--- config.mk ---
export PLATFORM = sky130hd
export DESIGN_NAME = gts_ram
export DESIGN_NICKNAME = d
export VERILOG_FILES = /design/src/hw/rtl/gts_ram.sv
export SDC_FILE = /design/constraint.sdc
export NUM_CORES = 1
export LEC_CHECK = 0
export BUFFER_PORTS_ARGS = -buffer_cell sky130_fd_sc_hd__buf_2
export CAP_MARGIN = 20
export CORE_ASPECT_RATIO = 1.75
export CORE_UTILIZATION = 55
export CTS_BUF_LIST = sky130_fd_sc_hd__clkbuf_16
export DETAILED_ROUTE_END_ITERATION = 7
export PLACE_DENSITY_LB_ADDON = 0.15
export SLEW_MARGIN = 30
export SYNTH_ARGS = -nofsm -noshare
export SYNTH_HDL_FRONTEND = slang
export SYNTH_SLANG_ARGS = --single-unit
export TNS_END_PERCENT = 100
--- constraint.sdc ---
create_clock -name clk_i -period 4.8 [get_ports clk_i]
set_clock_uncertainty 0.15 [all_clocks]
set_input_delay 0.72 -clock clk_i [delete_from_list [all_inputs] [get_ports clk_i]]
set_output_delay 0.72 -clock clk_i [all_outputs]
set_load 0.02 [all_outputs]
--- src/hw/rtl/gts_ram.sv ---
module gts_ram #(
  parameter int WIDTH = 8,
  parameter int DEPTH = 16
) (
  input  logic                     clk_i,
  input  logic                     we_i,
  input  logic [$clog2(DEPTH)-1:0] addr_i,
  input  logic [WIDTH-1:0]         wdata_i,
  output logic [WIDTH-1:0]         rdata_o
);

  logic [WIDTH-1:0] mem_q [DEPTH];

  always_ff @(posedge clk_i) begin
    if (we_i) begin
      mem_q[addr_i] <= wdata_i;
    end
    rdata_o <= mem_q[addr_i];
  end

endmodule

==> impl_metrics.tcl <==
set metrics [dict create \
    rows 46 \
    cts-root-buf "clkbuf_16" \
    finish.instance_area_mm2 0.00586 \
    worst_slew_pin_slew_ns 0.876 \
    post_cts_resized 0 \
    cts_setup_buffers 0 \
    start_util_pct 56.4 \
    ys_ff_latch 136 \
    cp.required_ns 4.69 \
    portBuffers 21 \
    gp_congestion 0.825 \
    avgSynthCellArea_um2 22.0 \
    ir_worst_vdd_mv 0.385 \
    critical_path_class "input port to flip-flop" \
    p_int_uw 2130 \
    syn_nets 244 \
    multi_input_comb_area_mm2 0.00100 \
    first_pass_iters 4 \
    ctsLongestPathBuffers 2 \
    pwr-share-seq_pct 50.0 \
    slew_headroom_pct 41.6 \
    io_pins 22 \
    finalPower_uw 2680 \
    finalCritPeriodShare_pct 53.4 \
    crit_fanout 23 \
    grt_pass1_wl_mm 14.7 \
    final_common_cell "edfxtp_1" \
    cts_made_buffers 17 \
    yosys_warnings 0 \
    clk_latency_ns 0.41 \
    routed_wl_mm 9.80 \
    antenna_found_initial 0 \
    grt_setup_unrepaired "false" \
    switching_share_pct 20.4 \
    clockPowerShare_pct 45.4 \
    drv_slew 0 \
    first_global_vias 2469 \
    chipWidth_um 74.6 \
    cts_sinks 136 \
    routedWlPerCell_um 24.7 \
    dpl_cell_area_mm2 0.00530 \
    period_needed_ns 2.56 \
    cts_tree "done" \
    n_antenna_cell 0 \
    min_path_type "flip-flop to flip-flop" \
    worstPathArrival_ns 2.46 \
    grt.total_usage_pct 23.9 \
    die_h_um 129 \
    fp.coreArea_mm2 0.00898 \
    dieArea_mm2 0.00962 \
    drive_gt1_share_pct 31.8 \
    maxCapViolCount 0 \
    p_leak_uw 0.00190 \
    layout_common_cells "edfxtp_1, mux4_2, buf_2, clkbuf_16, a22oi_1" \
    layout_setup_ws_ns 2.24 \
    setup_violations 0 \
    n_fill_cell 614 \
    seq_area_frac_synth_pct 79.0 \
    viasPerCell 5.80 \
    netlist_instances 230 \
    fin_nets 278 \
    timing.hold.ws_ns 0.522 \
    drc 0 \
    cp-end-kind "flip-flop" \
    drt_iter0_drc 142 \
    power_density_mw_per_mm2 456 \
    grt_max_degree 40 \
    vias 2301 \
    worst_setup_path_start_kind "input port" \
    switching_power_uw 547 \
    tns_ns 0 \
    run_status "finished, final reports clean" \
    syn_area_mm2 0.00507 \
    area_growth_pct 15.7 \
    ys_types 18 \
    pre_cts_ws_ns 1.77 \
    drtAntennaViolNets 0 \
    grt_overflow 0 \
    hpwlAfterDp_mm 6.69 \
    register_area_mm2 0.00400 \
    postCtsHoldBufs 0 \
    hold_violations 0 \
    combPwrFrac_pct 4.6 \
    htreeDepth 4 \
    clkSlewWorstSetupHoldPaths_ns 0.06 \
    fmax_mhz 390 \
]
## layout make-up
class | instances | area share [%]
sequential | 136 | 68.3
multi-input combinational | 83 | 17.1
clock buffer | 17 | 7.26
tap | 120 | 2.56
timing repair buffer | 26 | 2.43
clock inverter | 15 | 2.33
## logic make-up (layout without fill, tap and decap cells)
group / after synthesis / count (layout) / synth area share (%)
mux: 32 / 32 / 14.2
buf+inv: 11 / 58 / 1.19
simple gates: 35 / 35 / 3.21
flops: 136 / 136 / 79.0
compound gates: 16 / 16 / 2.37
## final timing paths
path	from	end	slack (ns)	depth (start not counted)
worst min-delay path	mem_q[13][3]$_DFFE_PP_	rdata_o[3]$_DFF_P_	0.52	3
worst max-delay path	addr_i[0]	mem_q[11][1]$_DFFE_PP_	2.24	4
worst max register to register	mem_q[0][0]$_DFFE_PP_	rdata_o[0]$_DFF_P_	3.31	3
worst min register to register	mem_q[13][3]$_DFFE_PP_	rdata_o[3]$_DFF_P_	0.52	3
## metrics by stage
stage | instances | utilization [%]
3_3_place_gp | 365 | 59.0
5_1_grt | 397 | 65.3
6_report | 397 | 65.3
4_1_cts | 397 | 65.3
3_5_place_dp | 365 | 59.0
2_1_floorplan | 230 | -
## state kept, by name, summed over array words and instances (netlist names)
signal and flops:
mem_q 128, rdata_o 8
## power groups by stage
stage,Combinational (uW),Clock (uW),Sequential [uW]
final,124,1210,1340
after global routing,136,1270,1340
after CTS,126,1220,1340
after detailed placement,126,0,1360
after global placement,124,0,1360
after floorplan,68.4,0,1370
## metal layers
| metal | share of wire [%] | GRT usage, % |
|---|---|---|
| met2 | 57 | 40.9 |
| met4 | 2.9 | 10.2 |
| met5 | 0 | 0 |
| met1 | 36 | 27.2 |
| met3 | 3.5 | 7.36 |
## cells in the mapped netlist
master	number	area (um2)
buf_6	2	22.5
nor2b_1	2	12.5
nor3_1	4	20.0
nor2_1	13	48.8
and2_1	1	6.26
nand2b_1	2	12.5
nand3_1	1	5.00
edfxtp_1	128	3840
buf_1	4	15.0
clkbuf_1	2	7.51
or3b_2	1	8.76
nand3b_1	2	15.0
a22oi_1	16	120
dfxtp_1	8	160
buf_2	2	10.0
clkbuf_2	1	5.00
nand2_1	9	33.8
mux4_2	32	721
## critical path, stage by stage
cell	delay, ns
buf_2	0.44
buf_4	0.46
nand2_1	0.21
nor2_1	0.61
No activity file was read; power rests on OpenSTA's default activity.
