<file path="src/hw/rtl/gts_pkg.sv">
package gts_pkg;

  localparam int NUM_STATES = 16;
  localparam int MAX_TRANS  = 8;
  localparam int MAX_CONDS  = 16;

  localparam int STATE_W = 4;
  localparam int IDX_W   = 3;
  localparam int KIND_W  = 3;
  localparam int KEY_W   = 64;
  localparam int MIX_W   = 16;

  localparam int NSLOTS  = NUM_STATES * MAX_TRANS;
  localparam int SLOT_AW = $clog2(NSLOTS);
  localparam int TCNT_W  = $clog2(MAX_TRANS + 1);

  typedef enum logic [KIND_W-1:0] {
    KIND_LOAD    = 3'd0,
    KIND_SET     = 3'd1,
    KIND_CLEAR   = 3'd2,
    KIND_UPDATE  = 3'd3,
    KIND_RESTART = 3'd4
  } kind_e;

  typedef struct packed {
    logic               valid;
    logic [MIX_W-1:0]   mix;
    logic               auto_clear;
    logic               at_end;
    logic [STATE_W-1:0] target;
  } slot_info_t;

  typedef struct packed {
    logic [KEY_W-1:0] key;
    slot_info_t       info;
  } slot_entry_t;

  localparam int SLOT_W = $bits(slot_entry_t);

  typedef struct packed {
    logic set;
    logic clear;
  } cond_op_t;

  typedef struct packed {
    logic hit;
    logic full;
  } cond_stat_t;

  typedef enum logic [1:0] {
    ST_IDLE,
    ST_EXEC,
    ST_WALK,
    ST_DONE
  } seq_state_e;

endpackage

</file>
<file path="src/hw/rtl/gts_cond.sv">
module gts_cond (
  input  logic                      clk_i,
  input  logic                      rst_ni,
  input  gts_pkg::cond_op_t         op_i,
  input  logic [gts_pkg::KEY_W-1:0] key_i,
  output gts_pkg::cond_stat_t       stat_o
);
  import gts_pkg::*;

  logic [KEY_W-1:0]     keys_q [MAX_CONDS];
  logic [MAX_CONDS-1:0] used_q, used_d;
  logic [MAX_CONDS-1:0] match;
  logic [MAX_CONDS-1:0] free_oh;
  logic                 insert;

  always_comb begin
    for (int i = 0; i < MAX_CONDS; i++) begin
      match[i] = used_q[i] && (keys_q[i] == key_i);
    end
  end

  // lowest free entry, one-hot; zero when the set is full
  assign free_oh = ~used_q & (used_q + 1'b1);

  assign stat_o.hit  = |match;
  assign stat_o.full = &used_q;
  assign insert      = op_i.set && !stat_o.hit;

  always_comb begin
    used_d = used_q;
    priority if (op_i.clear) begin
      used_d = used_q & ~match;
    end else if (insert) begin
      used_d = used_q | free_oh;
    end
  end

  always_ff @(posedge clk_i or negedge rst_ni) begin
    if (!rst_ni) begin
      used_q <= '0;
    end else begin
      used_q <= used_d;
    end
  end

  always_ff @(posedge clk_i) begin
    for (int i = 0; i < MAX_CONDS; i++) begin
      if (insert && free_oh[i]) begin
        keys_q[i] <= key_i;
      end
    end
  end

`ifndef NO_ASSERTIONS
  a_unique_keys: assert property (@(posedge clk_i) disable iff (!rst_ni)
    $onehot0(match))
    else $error("condition key held in more than one entry");

  a_set_grows: assert property (@(posedge clk_i) disable iff (!rst_ni)
    (op_i.set && !op_i.clear && !stat_o.hit && !stat_o.full) |=>
      ($countones(used_q) == $past($countones(used_q)) + 1))
    else $error("new condition not added to the set");

  a_clear_shrinks: assert property (@(posedge clk_i) disable iff (!rst_ni)
    (op_i.clear && stat_o.hit) |=>
      ($countones(used_q) == $past($countones(used_q)) - 1))
    else $error("active condition not removed");
`endif

endmodule

</file>
<file path="config.mk">
export PLATFORM = sky130hd
export DESIGN_NAME = gts_cond
export DESIGN_NICKNAME = d
export VERILOG_FILES = /design/src/hw/rtl/gts_pkg.sv /design/src/hw/rtl/gts_cond.sv
export SDC_FILE = /design/constraint.sdc
export NUM_CORES = 1
export LEC_CHECK = 0
export ABC_AREA = 1
export BUFFER_PORTS_ARGS = -buffer_cell sky130_fd_sc_hd__buf_2
export CAP_MARGIN = 10
export CORE_UTILIZATION = 55
export DETAILED_ROUTE_END_ITERATION = 7
export PLACE_DENSITY = 0.79
export SETUP_SLACK_MARGIN = 0.4
export SLEW_MARGIN = 25
export SYNTH_ARGS = -nofsm -noshare
export SYNTH_HDL_FRONTEND = slang
export SYNTH_SLANG_ARGS = --single-unit
</file>
<file path="constraint.sdc">
create_clock -name clk_i -period 6.82 [get_ports clk_i]
set_input_delay 0 -clock clk_i [delete_from_list [all_inputs] [get_ports clk_i]]
set_output_delay 0 -clock clk_i [all_outputs]
set_load 0.03 [all_outputs]
</file>
==> results.json, run 1 <==
{
  "yosys_register_bits": 1040,
  "post_dp_cell_area_mm2": 0.0486,
  "cts_buffers": 104,
  "cts_max_level": 3,
  "avgViaCountPerCell": 5.10,
  "start_util_pct": 55.6,
  "async_flop_share_pct": 1.54,
  "post_cts_buffers": 0,
  "fin_area_mm2": 0.0526,
  "setup_violations": 0,
  "whs_endpoint": "used_q[0]",
  "p_leak_nw": 20.6,
  "worst_slew_margin_rel_pct": 35.4,
  "status": "completed",
  "rows": 107,
  "hp-start": "op_i[0]",
  "critPathMaxFanout": 40,
  "drt_wl_total_um": 98400,
  "cp-end-kind": "flop",
  "dieArea_mm2": 0.0875,
  "grt_overflow": 0,
  "fin_skew_ns": 0.0325,
  "track_usage_pct": 22.7,
  "insertion_delay_ns": 0.69,
  "cts.reportedPaths.clkPinSlew_ns": 0.06,
  "p_total_mw": 13.7,
  "ir_drop_mv": 0.238,
  "hp-class": "primary input to flop",
  "synth_cell_types": 30,
  "ff2ff_path_depth": 16,
  "r2r-start": "keys_q[1][141]",
  "wire_per_inst_um": 17.7,
  "firstDrtPassIters": 5,
  "synth_edf_count": 1024,
  "ant_nets": 0,
  "min_delay_path_depth": 3,
  "antenna_found_initial": 2,
  "root_buffer": "clkbuf_16",
  "required_ns": 7.12,
  "finalMaxSlewViolations": 0,
  "fillers": 6386,
  "io_buffers": 69,
  "grt_pass1_wl_um": 152000,
  "synth_top_area_cell": "edfxtp_1",
  "clkSinkCount": 1040,
  "drive_gt1_share_pct": 6.60,
  "synth_cells": 4188,
  "synthTopCellsByCount": "nand2_1, edfxtp_1, xor2_1",
  "cts_hold_buffers": 68,
  "p_per_area_mw_per_mm2": 261,
  "reg2reg_slack_ns": 2.72,
  "synth_flop_cell": "edfxtp_1",
  "avgSynthCellArea_um2": 11.3,
  "core_area_mm2": 0.0854,
  "critPathKind": "primary input to flop",
  "drc": 0,
  "post-route-period-util_pct": 62.2,
  "hold_viol": 0,
  "drv_cap": 0,
  "yosysWarnings": 0,
  "drt_iter0_drc": 2454,
  "cts_resized": 0,
  "area_growth_pct": 10.8,
  "die_y_um": 296,
  "syn-num-nets": 4256,
  "gp_congestion": 0.833,
  "cts_tree": "yes",
  "synth_top_cell_area_share_pct": 64.7,
  "rsz0062_at_grt": "false",
  "critPathArrivalTime_ns": 4.55,
  "synth.area.top_cells": "edfxtp_1, xor2_1, nand2_1",
  "grt_pass1_vias": 27600,
  "startpoint_type": "primary input",
  "grt_max_degree": 65,
  "dpl.hpwl_um": 59000,
  "cts_buffer_depth": 3,
  "r2r_end": "keys_q[0][23]",
  "tightest_slew_ns": 0.968,
  "yosysMostFrequentCell": "nand2_1",
  "io-pin-count": 70,
  "clock.fmax_mhz": 236,
  "dr_total_vias": 28300,
  "post-route-min-period_ns": 4.24,
  "die_x_um": 296,
  "nNetsFinal": 4384,
  "synthesis.area_mm2": 0.0475,
  "tns_ns": 0,
  "synth-seq-area-share_pct": 65.6
}
==> critical path, cell delays in order <==
cell	delay [ns]
dlygate4sd3_1	0.55
buf_2	0.62
xor2_1	0.25
nor2_1	0.07
nand2_1	0.08
nor2_1	0.07
nand2_1	0.12
nor2_1	0.12
nand3_1	0.08
nand2_1	0.08
nor2_1	0.11
nand2_1	0.08
nor2_2	0.15
nand2_2	0.51
nor2_4	0.91
buf_4	0.66
==> cells in the final DEF, fill, tap and decap left out, types with 21 or more instances in the layout <==
master            n
dlygate4sd3_1    68
clkbuf_16       105
nand3_1          37
xnor2_1          44
buf_2            69
nand2_1        1150
nor2_1          667
inv_1           312
clkinv_2         21
clkinv_1         25
clkbuf_1         25
xor2_1          714
edfxtp_1       1024
buf_4            28
==> report_power, final <==
group	internal, mW	leakage [nW]	total [mW]	switching, mW
clock	3.17	1.64	5.58	2.40
combinational	0.280	9.50	0.901	0.621
sequential	7.19	9.45	7.26	0.0705
total	10.6	20.6	13.7	3.10
==> registers in the layout, summed over array words and instances (netlist names) <==
signal / count
used_q: 16
keys_q: 1024
==> cell type report <==
| class | instances | area, um^2 | share of cell area (%) |
|---|---|---|---|
| repair buffers | 166 | 1250 | 2.37 |
| inverters | 325 | 1220 | 2.32 |
| well taps | 1144 | 1430 | 2.72 |
| clock buffers | 132 | 2750 | 5.22 |
| multi-input cells | 2679 | 14200 | 27.0 |
| clock inverters | 64 | 609 | 1.16 |
| diodes | 1 | 2.50 | 0.00476 |
| flip-flops and latches | 1040 | 31100 | 59.2 |
==> worst max path at each step <==
stage          startpoint              to  slack (ns)  depth (start not counted)
2_1_floorplan   used_q[0]  keys_q[1][256]        0.40                         12
3_3_place_gp    key_i[11]   keys_q[0][45]        2.62                         15
3_5_place_dp    key_i[10]   keys_q[0][45]        2.50                         15
4_1_cts         key_i[13]   keys_q[0][45]        2.66                         18
5_1_grt         key_i[32]   keys_q[0][16]        2.29                         16
6_report        key_i[57]   keys_q[0][23]        2.58                         16
==> kinds of logic after synthesis <==
family | Yosys count | synth area share (%)
DFF | 1040 | 65.6
xor gates and xnor gates | 758 | 14.0
AOI/OAI and AO/OA | 24 | 0.311
buffers and inverters | 469 | 4.72
and+or+nand+nor | 1897 | 15.4
==> layer usage <==
layer | up-vias | GRT usage (%) | share of wire [%]
met2 | 909 | 36.8 | 48
met4 | 2 | 8.00 | 3.1
li1 | 13600 | - | -
met1 | 13600 | 31.4 | 42
met5 | - | 0 | 0.012
met3 | 181 | 3.43 | 6.9
==> through the flow <==
step | instances | utilization, % | setup WS, ns | hold WS, ns
5_1_grt | 5551 | 61.6 | 2.29 | 0.415
6_report | 5551 | 61.6 | 2.58 | 0.385
3_5_place_dp | 5286 | 56.9 | 2.50 | -0.0433
3_3_place_gp | 5286 | 56.9 | 2.62 | -0.0469
2_1_floorplan | 4188 | - | 0.401 | -0.296
4_1_cts | 5550 | 61.6 | 2.66 | 0.327
Note: power is estimated with default switching activity, not from simulation.
==> run 2, diff against run 1 <==
clock period = 3.4 ns   (was 6.82 ns; I/O delays follow)
==> run 2 against run 1 <==
Worst setup slack worse by 2.2 ns. Combinational power up 140%. Non-clock buffer count up 172. Routed wire length up 5.8%. Sequential share of layout area down 2.6 points. Count of clock-buffer cells in the layout down 12. Die area unchanged. Final cell count up 2.8%. Worst hold slack worse by 0.15 ns. Clock power up 95%. Clock skew down 0.0096 ns. Cell area up 4.6%. Highest routed layer unchanged.
==> results.json, run 2 (synthesis gave the netlist of run 1 again) <==
{
  "cts_max_level": 3,
  "slowest_delay_ns": 0.38,
  "ff2ff_path_depth": 15,
  "cp_cell_sequence": "nand2_2 > nor2_4 > nand2_4 > nor2_4 > nand2_4 > nor2_4 > nand2_4 > nor2_4 > nand2_4 > nor2_4 > nand2_4 > nor2_8 > nand3_4 > nor2_4 > buf_6",
  "cts_buffers": 99,
  "avgViaCountPerCell": 5.11,
  "drive_gt1_share_pct": 10.6,
  "ant_nets": 0,
  "wire_per_inst_um": 18.2,
  "cpMostUsedCell": "nor2_4",
  "post-route-min-period_ns": 3.02,
  "whs_endpoint": "keys_q[0][97]",
  "die_x_um": 296,
  "drv_cap": 0,
  "gp_congestion": 0.892,
  "p_leak_nw": 21.7,
  "io-pin-count": 70,
  "track_usage_pct": 24.1,
  "grt_pass1_wl_um": 161000,
  "start_util_pct": 55.6,
  "area_growth_pct": 15.8,
  "dieArea_mm2": 0.0875,
  "rows": 107,
  "firstDrtPassIters": 6,
  "post-route-period-util_pct": 88.8,
  "tightest_slew_ns": 0.967,
  "min_delay_path_depth": 2,
  "cts.reportedPaths.clkPinSlew_ns": 0.06,
  "r2r-start": "used_q[0]",
  "dr_total_vias": 29200,
  "finalMaxSlewViolations": 0,
  "power.internal_mw": 21.4,
  "seqPwrFrac_pct": 52.7,
  "critPathMaxFanout": 4,
  "grt_max_degree": 49,
  "clock.fmax_mhz": 331,
  "critPathKind": "flop to primary output",
  "rsz0062_at_grt": "true",
  "required_ns": 3.40,
  "drt_iter0_drc": 2379,
  "p_total_mw": 27.6,
  "comb_power_share_pct": 7.9,
  "nNetsFinal": 4551,
  "largest_reg_flops": 1024,
  "startpoint_type": "flop",
  "fillers": 6051,
  "reg2reg_slack_ns": 0.48,
  "cts_buffer_depth": 3,
  "layout_common_cells": "nand2_1, edfxtp_1, xor2_1, nor2_1, inv_1",
  "insertion_delay_ns": 0.66,
  "die_y_um": 296,
  "p_per_area_mw_per_mm2": 502,
  "grt_pass1_vias": 28900,
  "path_buf_inv": 1,
  "crit_family": "simple AND/OR/NAND/NOR gates",
  "setup_violations": 0,
  "clkSinkCount": 1040,
  "fin_skew_ns": 0.0230,
  "switchingPower_mw": 6.19,
  "r2r_end": "keys_q[1][510]",
  "core_area_mm2": 0.0854,
  "p_sw_share_pct": 22.4,
  "n_antenna_cell": 0,
  "grt_overflow": 0,
  "worst_slew_margin_rel_pct": 35.3,
  "hp-start": "key_i[33]",
  "regMostFlops": "keys_q",
  "dpl.hpwl_um": 64900,
  "hold_viol": 0,
  "hp-class": "primary input to flop",
  "io_buffers": 69,
  "post_dp_cell_area_mm2": 0.0508,
  "cts_tree": "yes",
  "ir_drop_mv": 0.389,
  "largestRegisters": "keys_q (1024), used_q (16)",
  "clkPwrFrac_pct": 39.4,
  "slowest_stage": "dfrtp_1",
  "drt_wl_total_um": 104000,
  "status": "completed",
  "drc": 0,
  "cp-end-kind": "primary output",
  "antenna_found_initial": 1,
  "final_common_cell": "nand2_1",
  "root_buffer": "clkbuf_16",
  "fin_area_mm2": 0.0550,
  "critPathArrivalTime_ns": 3.02
}
==> run 2: cell count changes in the layout (fill, tap and decap cells not counted), sizes merged <==
cell          previous run  this run
buf                     98       257
bufbuf                   0         1
bufinv                   8        10
clkbuf                 132       130
clkinv                  52        42
clkinvlp                 2         4
diode                    1         0
dlygate4sd3             68        69
dlymetal6s4s             0         1
inv                    327       331
==> run 2: how the worst max path moves through the flow <==
stage / endpoint / from / depth (start not counted)
floorplan: keys_q[1][384] / used_q[0] / 14
CTS: stat_o[0] / used_q[0] / 15
detailed placement: keys_q[0][136] / key_i[19] / 18
finish: stat_o[0] / used_q[0] / 15
global placement: keys_q[0][136] / key_i[19] / 18
global route: stat_o[0] / used_q[0] / 15
==> run 2: power by group through the flow <==
stage | combinational, mW | sequential [mW] | clock, mW
finish | 2.18 | 14.6 | 10.9
global route | 2.40 | 14.6 | 11.4
floorplan | 1.28 | 14.8 | 0
global placement | 1.98 | 14.8 | 0
CTS | 2.17 | 14.6 | 11.0
detailed placement | 2.05 | 14.8 | 0
==> run 2: cell type report <==
class                   instances  area, um^2  share of cell area (%)
inverters                     325        1230                    2.23
flip-flops and latches       1040       31200                    56.6
repair buffers                338        3640                    6.61
multi-input cells            2679       14400                    26.2
clock buffers                 120        2600                    4.72
well taps                    1144        1430                    2.60
clock inverters                62         574                    1.04
==> run 2: metrics by stage <==
step	TNS, ns	cells	utilization [%]	hold slack, ns	setup slack (ns)
floorplan	-111.13	4188	-	-0.296	-0.404
global placement	0	5432	59.4	-0.0410	0.344
detailed placement	0	5432	59.4	-0.0324	0.262
CTS	0	5695	64.1	0.201	0.351
global route	0	5708	64.4	0.249	0.266
finish	0	5708	64.4	0.236	0.380
==> run 2: metal layers <==
layer	track usage (%)	vias up	wire length, um
met4	8.96	2	3240
li1	-	14000	-
met5	0	-	10
met1	32.5	14100	43000
met2	40.2	942	51300
met3	3.06	187	6570
==> run 2: repair_timing <==
item | 4_1_cts | 5_1_grt
gates cloned | 1 | 0
hold buffers | 70 | 0
resized for setup | 8 | 49
pin swaps | 3 | 12
setup buffers | 10 | 13
endpoints found under the hold margin | 997 | 0
endpoints found under the setup margin | 257 | 977
